`config.mk`:
```
export PLATFORM = sky130hd
export DESIGN_NAME = qbd_front
export DESIGN_NICKNAME = d
export VERILOG_FILES = /design/src/design/qbd_pkg.sv /design/src/design/qbd_front.sv
export SDC_FILE = /design/constraint.sdc
export NUM_CORES = 1
export LEC_CHECK = 0
export BUFFER_PORTS_ARGS = -buffer_cell sky130_fd_sc_hd__buf_2
export CAP_MARGIN = 10
export CORE_MARGIN = 2
export CORE_UTILIZATION = 35
export CTS_CLUSTER_SIZE = 28
export DETAILED_ROUTE_END_ITERATION = 10
export PLACE_DENSITY = 0.58
export RECOVER_POWER = 25
export SLEW_MARGIN = 20
export SYNTH_ARGS = -nofsm -noshare
export SYNTH_HDL_FRONTEND = slang
export SYNTH_SLANG_ARGS = --single-unit
```
`constraint.sdc`:
```
create_clock -name clk -period 3.7 [get_ports clk]
set_clock_uncertainty 0.15 [all_clocks]
set_input_delay 0.37 -clock clk [delete_from_list [all_inputs] [get_ports clk]]
set_output_delay 0.37 -clock clk [all_outputs]
set_load 0.005 [all_outputs]
```
`src/design/qbd_pkg.sv`:
```
// ============================================================================
// qbd_pkg - shared types, constants and conversions
// Format codes, queue transaction type, back-end states and the small
// number conversions used by the block dequantizer.
// ============================================================================
`default_nettype none

package qbd_pkg;

  localparam int STORE_BYTES_DEFAULT = 1024;
  localparam int QUEUE_DEPTH = 2;

  localparam logic [31:0] F32_QNAN = 32'h7FC0_0000;

  typedef enum logic [3:0] {
    FMT_F32  = 4'd0,
    FMT_F16  = 4'd1,
    FMT_Q4_0 = 4'd2,
    FMT_Q4_1 = 4'd3,
    FMT_Q5_0 = 4'd4,
    FMT_Q5_1 = 4'd5,
    FMT_Q8_0 = 4'd6,
    FMT_Q8_1 = 4'd7,
    FMT_Q4_K = 4'd8,
    FMT_Q8_K = 4'd9
  } fmt_t;

  typedef enum logic {
    CMD_WRITE = 1'b0,
    CMD_READ  = 1'b1
  } cmd_kind_t;

  typedef struct packed {
    cmd_kind_t  kind;
    logic [9:0] addr;
    logic [7:0] data;
    logic [7:0] elem;
  } cmd_t;

  typedef enum logic {
    FOP_MUL = 1'b0,
    FOP_ADD = 1'b1
  } fpu_op_t;

  typedef enum logic [2:0] {
    BS_IDLE,
    BS_FETCH,
    BS_OP,
    BS_WAIT,
    BS_DONE
  } back_state_t;

  // Half to single, exact; subnormal halves are normalised.
  function automatic logic [31:0] half_to_f32(input logic [15:0] h);
    logic       s;
    logic [4:0] ex;
    logic [9:0] man;
    logic [3:0] msb;
    logic [3:0] shn;
    logic [9:0] mn;
    logic [31:0] r;
    s   = h[15];
    ex  = h[14:10];
    man = h[9:0];
    msb = 4'd0;
    for (int i = 0; i < 10; i++) begin
      if (man[i]) msb = 4'(i);
    end
    shn = 4'd10 - msb;
    mn  = man << shn;
    if (ex == 5'd0) begin
      if (man == 10'd0) r = {s, 31'd0};
      else r = {s, 8'd113 - {4'd0, shn}, mn, 13'd0};
    end else if (ex == 5'h1F) begin
      if (man == 10'd0) r = {s, 8'hFF, 23'd0};
      else r = F32_QNAN;
    end else begin
      r = {s, {3'd0, ex} + 8'd112, man, 13'd0};
    end
    return r;
  endfunction

  // Small two's complement integer (9 bits) to single, exact.
  function automatic logic [31:0] int_to_f32(input logic [8:0] q);
    logic        s;
    logic [8:0]  neg;
    logic [7:0]  mag;
    logic [2:0]  p;
    logic [22:0] ext;
    logic [22:0] mant;
    s    = q[8];
    neg  = 9'd0 - q;
    mag  = s ? neg[7:0] : q[7:0];
    p    = 3'd0;
    for (int i = 0; i < 8; i++) begin
      if (mag[i]) p = 3'(i);
    end
    ext  = {15'd0, mag};
    mant = ext << (5'd23 - {2'd0, p});
    if (mag == 8'd0) return 32'd0;
    return {s, 8'd127 + {5'd0, p}, mant};
  endfunction

endpackage

`default_nettype wire

```
`src/design/qbd_front.sv`:
```
// ============================================================================
// qbd_front - input side and transaction queue
// Accepts transactions, tags them as store write or element read, wraps
// the element index to the block size and queues them for the back end.
// ============================================================================
`default_nettype none

module qbd_front (
  input  wire logic        clk,
  input  wire logic        rst,
  input  wire logic        push,
  output logic             full,
  input  wire logic        command,
  input  wire logic [9:0]  byte_offset,
  input  wire logic [7:0]  byte_value,
  input  wire logic [7:0]  element_index,
  input  wire logic [3:0]  fmt,
  output logic             head_valid,
  output qbd_pkg::cmd_t    head,
  input  wire logic        head_pop
);

  localparam int PW = (qbd_pkg::QUEUE_DEPTH > 1) ? $clog2(qbd_pkg::QUEUE_DEPTH) : 1;
  localparam int CW = $clog2(qbd_pkg::QUEUE_DEPTH + 1);

  qbd_pkg::cmd_t entry [qbd_pkg::QUEUE_DEPTH];
  logic [PW-1:0] wptr, rptr;
  logic [CW-1:0] count;
  qbd_pkg::cmd_t incoming;
  logic          do_push, do_pop;

  always_comb begin
    incoming.kind = command ? qbd_pkg::CMD_READ : qbd_pkg::CMD_WRITE;
    incoming.addr = byte_offset;
    incoming.data = byte_value;
    case (fmt)
      qbd_pkg::FMT_Q4_0, qbd_pkg::FMT_Q4_1, qbd_pkg::FMT_Q5_0,
      qbd_pkg::FMT_Q5_1, qbd_pkg::FMT_Q8_0, qbd_pkg::FMT_Q8_1:
        incoming.elem = {3'd0, element_index[4:0]};
      default:
        incoming.elem = element_index;
    endcase
  end

  assign full       = count == CW'(qbd_pkg::QUEUE_DEPTH);
  assign head_valid = count != '0;
  assign head       = entry[rptr];
  assign do_push    = push && !full;
  assign do_pop     = head_pop && head_valid;

  always_ff @(posedge clk) begin
    if (rst) begin
      wptr  <= '0;
      rptr  <= '0;
      count <= '0;
    end else begin
      if (do_push) begin
        wptr <= (wptr == PW'(qbd_pkg::QUEUE_DEPTH - 1)) ? '0 : wptr + 1'b1;
      end
      if (do_pop) begin
        rptr <= (rptr == PW'(qbd_pkg::QUEUE_DEPTH - 1)) ? '0 : rptr + 1'b1;
      end
      if (do_push && !do_pop) count <= count + 1'b1;
      else if (do_pop && !do_push) count <= count - 1'b1;
    end
    if (do_push) entry[wptr] <= incoming;
  end

endmodule

`default_nettype wire

```
* After elaboration in Yosys (flattened, before gate mapping)
Memory sizes are Yosys's and may differ from the RTL's. A register that Yosys moved wholly into a read port is not among the register bits. Cells that the tools add are included.
Storage, ports and cells: RAM bits 54, input port bits 35, memories 1, output and inout bits 29, register bits after elaboration 4, logic and storage cells 35
Memory list:
- entry | words 2, width 27, rd ports 1, clocked after memory_dff 1, write ports 1, line qbd_front.sv:26 | qbd_pkg::cmd_t entry [qbd_pkg::QUEUE_DEPTH];
Operators by class: muxes and demuxes 10, add/sub/neg operators 4, reductions and logical operators 10, equality and inequality tests 7
Operators by type and width (count):
- 4-bit by 3-bit == test with 1-bit output, second input constant | 4
- 4-bit by 2-bit == test with 1-bit output, second input constant | 2
- 8-bit two-way mux | 1
- 1-bit two-way mux | 7
- 6-bit OR reduction | 1
- 1-bit logical AND | 4
- 2-bit two-way mux | 2
- 2-bit nonzero test | 2
- 1-bit logical NOT | 3
- 1-bit adder, second input constant | 2
- 2-bit by 1-bit adder with 2-bit output, second input constant | 1
- 2-bit == test, second input constant | 1
- 2-bit by 1-bit subtractor with 2-bit output, second input constant | 1

* Longest topological paths before layout
Gate-level depths: netlist of run 1.
word-level depth 7, depth in mapped cells 6, depth with buffers taken out 6

* Worst setup path after synthesis of run 1
OpenSTA, ideal clock, no wires.
path kind register to register, start point register count[1], end point memory entry[0][0] (netlist name), enable pin, data required time 3168 ps, path slack 1821 ps, stages on the path, launching flop included 4, arrival time 1347 ps, cells stage by stage dfxtp_1 -> nor2b_2 -> or3_1 -> inv_1
Between the ends: word-level cells in the longest chain between the ends 5
Ends and longest elaborated chain:
- start: declaration | line qbd_front.sv:28 | logic [CW-1:0] count;
- start signal: assignment | line qbd_front.sv:63 | if (do_push && !do_pop) count <= count + 1'b1;
- start signal: assignment | line qbd_front.sv:64 | else if (do_pop && !do_push) count <= count - 1'b1;
- 2-bit == test | line qbd_front.sv:45 | assign full = count == CW'(qbd_pkg::QUEUE_DEPTH);
- via full | line qbd_front.sv:12 | output logic full,
- 1-bit logical NOT | line qbd_front.sv:48 | assign do_push = push && !full;
- 1-bit logical AND | line qbd_front.sv:48
- 1-bit two-way mux | line qbd_front.sv:66 | if (do_push) entry[wptr] <= incoming;
- 1-bit two-way mux (implied by the code) | line qbd_front.sv:66
- end: declaration | line qbd_front.sv:26
The timed path passes the listed nets, and every way through them passes these cells.

==> out/results.md, run 1 <==
| Item | Value | Unit |
|---|---|---|
| CP Data Required Time | 3180 | ps |
| Total GRT Usage | 11.2 | % |
| Result of the run | finished, final reports clean | - |
| Clock buffer count from CTS | 9 | - |
| Gate power share | 22.1 | % |
| Number of slew-limit violations in the final report | 0 | - |
| Final net count | 221 | - |
| Overall routed net length | 3.71 | mm |
| First-pass GRT wire length | 5.84 | mm |
| Clock root buffer | clkbuf_8 | - |
| Crit end category | primary output | - |
| Static leakage | 1.06 | nW |
| Peak supply drop | 310 | uV |
| Initial detailed-routing violation count | 40 | - |
| Buffers inserted during post-CTS setup optimization | 0 | - |
| Area of the multi-input gates | 443 | um2 |
| Synthesized flop and latch total | 59 | - |
| Total clock sinks | 59 | - |
| Portion of the post-synthesis area used by sequential elements | 78.5 | % |
| Final critical-path setup slack | 1400 | ps |
| Net switching power | 0.000461 | W |
| Fin Setup TNS | 0 | ps |
| Clock tree from TritonCTS | yes | - |
| Maximum single-stage delay on the critical path | 620 | ps |
| Reg-to-reg slack, setup | 1830 | ps |
| Routed wirelength normalized by instance count | 14.0 | um |
| Depth of the CTS H-tree | 3 | - |
| ANT nets after route | 0 | - |
| Switching share of total power | 24.4 | % |
| Vias per inst | 4.46 | - |
| Final number of setup-violating endpoints | 0 | - |
| Tightest Hold Check Type | in2reg | - |
| IO Pins | 64 | - |
| Port-buffer cells | 62 | - |
| Die Width | 83.1 | um |
| Internal portion of total power | 0.00143 | W |
| Fraction of final layout cells with drive strength greater than 1 | 53.2 | % |
| Number of placement rows | 28 | - |
| Reg-to-Reg Start | count[0] | - |
| Share of the cycle needed by the critical path after routing | 62.2 | % |
| Initial antenna violation count | 0 | - |
| Capturing element of the worst setup path | head[6] | - |
| CTS clock-pin slew for the worst setup and hold paths | 60 | ps |
| Area growth from synthesis to layout | 27.3 | % |
| CP Cell Sequence | buf_4, mux2_2, buf_2 | - |
| Max cap viols | 0 | - |
| Final weighted congestion of routability-driven global placement | 0.680 | - |
| Sort of element at the start of the critical path | flop | - |
| Actual slew at the worst max-slew pin | 605 | ps |
| Slew margin rel. | 59.6 | % |
| Cell area power density | 678 | nW/um2 |
| Vias in the first global route | 1247 | - |
| Summed instance area of the synthesized netlist | 2190 | um2 |
| Reg-to-Reg End | entry[0][15] | - |
| Quantity of gates resized following cts | 0 | - |
| Filler cell count in the final layout | 528 | - |
| Post-Synthesis Net Count | 149 | - |
| Crit Path Category | reg2out | - |
| Maximum frequency from static timing analysis | 0.434 | GHz |
| Die ar. | 6910 | um2 |
| Met2 Wirelength | 1.97 | mm |
| Placeable core region | 5990 | um2 |
| Remaining global-route overflow | 0 | - |
| Reg2Reg Depth | 3 | - |
| Relative contribution of sequential cells to total power | 47.0 | % |
| Unique cell type count in the Yosys netlist | 16 | - |
| CP Data Arrival Time | 1780 | ps |
| Die Height | 83.1 | um |
| Sum of routed wire segments on met1 | 1.45 | mm |
| Critical path's slowest cell | dfxtp_1 | - |
| Met3 Routed Length | 220 | um |
| Setup repair after global routing missed its margin | no | - |
| Hold Buf Count CTS | 0 | - |
| Average instance area after synthesis | 19.4 | um2 |
| Pre-CTS worst setup slack | 1410 | ps |
| Gate count after technology mapping | 113 | - |
| Final worst path period need | 2300 | ps |
| Top layer in use | met4 | - |
| TritonRoute pass-1 iters | 4 | - |
| Antenna diodes | 0 | - |
| Total number of vias | 1182 | - |
| Part of the power in the clock network | 31.0 | % |
| Clock tree buffer depth | 2 | - |
| Residual DRC count | 0 | - |
| Largest net degree at the start of global routing | 28 | - |
| Sequential standard cell area | 1720 | um2 |
| Starting density of the core | 36.6 | % |
| Hold Vio Cnt, Final | 0 | - |
| Warning count from the yosys run | 0 | - |
| Worst skew pair latency | 320 | ps |
| Highest fanout seen on the critical path | 17 | - |
| Placed wire-length estimate | 2.45 | mm |
## worst min-delay path by stage
stage                     start           end  depth (start not counted)
2_1_floorplan               rst      count[1]                          1
3_3_place_gp               wptr          wptr                          2
3_5_place_dp               rptr          flop                          2
4_1_cts          byte_offset[1]  entry[0][17]                          1
5_1_grt        element_index[4]   entry[0][4]                          1
6_report         byte_offset[1]  entry[0][17]                          1
## cell type report
class                      count  share of cell area (%)
sequential                    59                    61.7
multi-input combinational     49                    15.9
timing repair buffer          64                    11.3
clock buffer                  14                    6.19
tap                           75                    3.36
clock inverter                 2                    1.26
inverter                       2                   0.269
## flip-flops by register name (all words and copies together), names as in the netlist, named ones only
name   count
entry     54
rptr       1
wptr       1
count      2
## cell families after synthesis
logic type / share of synthesized area (%)
buf+inv: 1.26
flops: 78.5
xor+xnor: 1.20
simple gates: 3.08
mux: 13.9
compound gates: 1.48
fa+ha+maj: 0.571
## through the flow
step	area [um2]	hold slack [ps]	std cells	utilization [%]	total power [W]
finish	2790	90.3	265	46.6	0.00189
global route	2790	70.2	265	46.6	0.00200
CTS	2800	65.7	265	46.7	0.00193
detailed placement	2590	343	249	43.3	0.00133
global placement	2590	315	249	43.3	0.00131
floorplan	2190	289	113	-	0.00116
## per-layer routing
layer	vias up	track usage, %
li1	574	-
met2	45	19.3
met3	8	3.78
met5	-	0
met4	0	6.26
met1	555	12.0
## critical path: cells and delay by family, from the launching register on
family | cells | cell delay, ps
flops | 1 | 620
mux | 1 | 370
buf+inv | 2 | 470
## synthesized netlist by cell type (all sizes together)
cell type  instances  share of area [%]
dfxtp              5                4.6
buf                3               0.91
xor2               3                1.2
o21ai              3               0.68
and2               4                1.1
mux2              27                 14
inv                2               0.34
a21oi              2               0.46
ha                 1               0.57
nor2b              1               0.40
or2                1               0.29
or3                2               0.57
edfxtp            54                 74
nor2               4               0.68
o21bai             1               0.34
## cell usage in the layout, fill, tap and decap left out, drive strengths merged
master   n
a21oi    2
and2     4
buf     57
bufinv   1
clkbuf  21
clkinv   1
dfxtp    5
edfxtp  54
ha       1
inv      2
mux2    27
nor2     4
nor2b    1
o21ai    3
o21bai   1
or2      1
or3      2
xor2     3
## power groups by stage
stage,Clock [W],Sequential (W),Combinational (W)
3_5_place_dp,0,0.000906,0.000428
2_1_floorplan,0,0.000878,0.000278
3_3_place_gp,0,0.000897,0.000412
5_1_grt,0.000639,0.000899,0.000462
4_1_cts,0.000609,0.000893,0.000432
6_report,0.000586,0.000888,0.000417
No activity file was read; power rests on OpenSTA's default activity.
==> run 2, diff against run 1 <==
--- a/config.mk
+++ b/config.mk
@@ -5,13 +5,14 @@
 export SDC_FILE = /design/constraint.sdc
 export NUM_CORES = 1
 export LEC_CHECK = 0
+export ABC_AREA = 1
 export BUFFER_PORTS_ARGS = -buffer_cell sky130_fd_sc_hd__buf_2
 export CAP_MARGIN = 10
 export CORE_MARGIN = 2
 export CORE_UTILIZATION = 35
 export CTS_CLUSTER_SIZE = 28
 export DETAILED_ROUTE_END_ITERATION = 10
-export PLACE_DENSITY = 0.58
+export PLACE_DENSITY = 0.57
 export RECOVER_POWER = 25
 export SLEW_MARGIN = 20
 export SYNTH_ARGS = -nofsm -noshare
==> constraint.sdc (replaced) <==
create_clock -name clk -period 2.2 [get_ports clk]
set_clock_uncertainty 0.15 [all_clocks]
set_input_delay 0.22 -clock clk [delete_from_list [all_inputs] [get_ports clk]]
set_output_delay 0.22 -clock clk [all_outputs]
set_load 0.005 [all_outputs]
==> out/results.md, run 2 <==
| Item | Value | Unit |
|---|---|---|
| Slew margin rel. | 83.2 | % |
| Top Registers | entry: 54 flops, count: 2 flops | - |
| Maximum frequency from static timing analysis | 0.563 | GHz |
| Placed Instance Area | 2730 | um2 |
| Worst skew pair latency | 320 | ps |
| Max cap viols | 0 | - |
| Final worst path period need | 1780 | ps |
| Post-route cell area | 3170 | um2 |
| Area share of the leading cell type in the synthesized netlist | 69.7 | % |
| Die ar. | 7310 | um2 |
| Ys flop type | edfxtp_1 | - |
| Clock tree from TritonCTS | yes | - |
| Design Power | 0.00331 | W |
| Average instance area after synthesis | 18.0 | um2 |
| Residual DRC count | 0 | - |
| TritonRoute pass-1 iters | 4 | - |
| Met3 demand-to-capacity share in global routing | 3.37 | % |
| Largest register by flop count | entry | - |
| Reg2Reg Depth | 9 | - |
| Async SR Flop Fraction | 0 | % |
| Initial detailed-routing violation count | 35 | - |
| Result of the run | finished, final reports clean | - |
| Vias in the first global route | 1393 | - |
| CP Data Required Time | 1830 | ps |
| Buffers inserted during post-CTS setup optimization | 0 | - |
| Cell types with the largest area share after synthesis | edfxtp_1, mux2_4, dfxtp_1 | - |
| Vias per inst | 4.36 | - |
| Routed wirelength normalized by instance count | 12.5 | um |
| Overall routed net length | 3.88 | mm |
| Die Width | 85.5 | um |
| Clock tree buffer depth | 2 | - |
| Instance count along the most critical hold path | 4 | - |
| Summed instance area of the synthesized netlist | 2330 | um2 |
| Tightest Hold Check Type | in2reg | - |
| Post-synth top cells | edfxtp_1, mux2_4, nor2_1 | - |
| Warning count from the yosys run | 0 | - |
| Final net count | 265 | - |
| Hold Vio Cnt, Final | 0 | - |
| ANT nets after route | 0 | - |
| Unique cell type count in the Yosys netlist | 15 | - |
| Met2 Track Usage GR | 19.3 | % |
| Static leakage | 1.30 | nW |
| Die Height | 85.5 | um |
| Port-buffer cells | 62 | - |
| Most common cell after layout, fill and taps aside | buf_2 | - |
| Crit end category | primary output | - |
| CTS clock-pin slew for the worst setup and hold paths | 60 | ps |
| Highest fanout seen on the critical path | 14 | - |
| Remaining global-route overflow | 0 | - |
| GRT met1 Usage | 12.6 | % |
| First-pass GRT wire length | 6.24 | mm |
| Crit Path Category | reg2out | - |
| Starting density of the core | 36.4 | % |
| CP Data Arrival Time | 1410 | ps |
| Peak supply drop | 595 | uV |
| Flip-flop count of the largest register after layout | 54 | - |
| Clock root buffer | clkbuf_8 | - |
| Antenna diodes | 0 | - |
| Number of placement rows | 29 | - |
| Highest-count cells in the layout ignoring fill and taps | buf_2, edfxtp_1, dlygate4sd3_1 | - |
| Final weighted congestion of routability-driven global placement | 0.675 | - |
| Util after Layout | 49.6 | % |
| IO Pins | 64 | - |
| Depth of the CTS H-tree | 3 | - |
| Synthesized flop and latch total | 59 | - |
| Initial antenna violation count | 0 | - |
| Setup repair after global routing missed its margin | no | - |
| Largest net degree at the start of global routing | 15 | - |
| Most repeated cell in the gate-level netlist after synthesis | edfxtp_1 | - |
| Portion of the post-synthesis area used by sequential elements | 74.0 | % |
| Actual slew at the worst max-slew pin | 252 | ps |
| Layer with the highest usage | met2 | - |
| Placeable core region | 6390 | um2 |
| Number of synthesized flops with an enable pin | 54 | - |
| Total number of vias | 1352 | - |
| Library cell with the largest summed area after synthesis | edfxtp_1 | - |
| Sort of element at the start of the critical path | flop | - |
| Placed wire-length estimate | 2.53 | mm |
| Area growth from synthesis to layout | 36.3 | % |
| Fin Setup TNS | 0 | ps |
| Total GRT Usage | 11.4 | % |
| Number of slew-limit violations in the final report | 0 | - |
| Total clock sinks | 59 | - |
| Fraction of final layout cells with drive strength greater than 1 | 45.9 | % |
| Share of the cycle needed by the critical path after routing | 80.7 | % |
| Cell area power density | 1040 | nW/um2 |
| Final number of setup-violating endpoints | 0 | - |
| Post-Synthesis Net Count | 165 | - |
| Clock buffer count from CTS | 9 | - |
| Gate count after technology mapping | 129 | - |
-- run 2: cell types whose count changed in the layout (fill, tap and decap cells not counted), moves of 3 or more --
| cell | previous run | this run |
|---|---|---|
| dlygate4sd3_1 | 0 | 24 |
| mux2_4 | 0 | 20 |
| mux2_2 | 27 | 7 |
| clkbuf_1 | 9 | 6 |
| xor2_1 | 3 | 0 |
| nor2_1 | 4 | 11 |
| inv_1 | 1 | 11 |
| clkbuf_8 | 12 | 9 |
| and2_1 | 4 | 0 |
| nand2_1 | 0 | 7 |
| buf_4 | 2 | 6 |
-- run 2: cells by family after synthesis --
| logic type | share of synthesized area [%] |
|---|---|
| compound gates | 1.24 |
| fa+ha+maj | 0.538 |
| buf+inv | 3.98 |
| flops | 74.0 |
| mux | 16.3 |
| simple gates | 3.93 |
-- run 2: metrics by stage --
step	setup slack (ps)	std cells	hold WS, ps
floorplan	15.3	129	169
global placement	649	271	259
detailed placement	611	271	262
CTS	386	310	3.66
global route	341	310	49.2
finish	425	310	23.5
-- run 2: cell type report --
class	count	area, um2
sequential	59	1720
tap	77	96.3
clock buffer	9	124
timing repair buffer	92	588
inverter	11	41.3
clock inverter	6	81.3
fill	574	3220
multi-input combinational	56	517
-- run 2: final timing paths --
path / from / to / slack, ps
worst min register to register: rptr / rptr / 350
worst min-delay path: rst / count[1] / 20
worst max-delay path: flop / head[0] / 420
worst max register to register: count[1] / count[1] / 610
-- run 2: report_power, final --
part | switching [W] | total, W | internal (W)
logic | 0.000385 | 0.000823 | 0.000438
clock network | 0.000397 | 0.00102 | 0.000623
registers | 0.0000478 | 0.00147 | 0.00142
-- run 2: critical path, stage by stage, from the launching register on --
cell and delay [ps]:
dfxtp_2 320, buf_4 250, mux2_2 370, buf_2 130
-- run 2: routing by layer --
| metal | share of wire [%] | wire (um) |
|---|---|---|
| met4 | 1.6 | 63 |
| met2 | 49 | 1890 |
| met3 | 5.5 | 214 |
| met1 | 44 | 1710 |
| met5 | 0 | 0 |
-- run 2: what timing repair did --
action	4_1_cts	5_1_grt
gates resized for setup	0	0
hold endpoints to repair	48	0
hold buffers	24	0
setup endpoints to repair	0	0
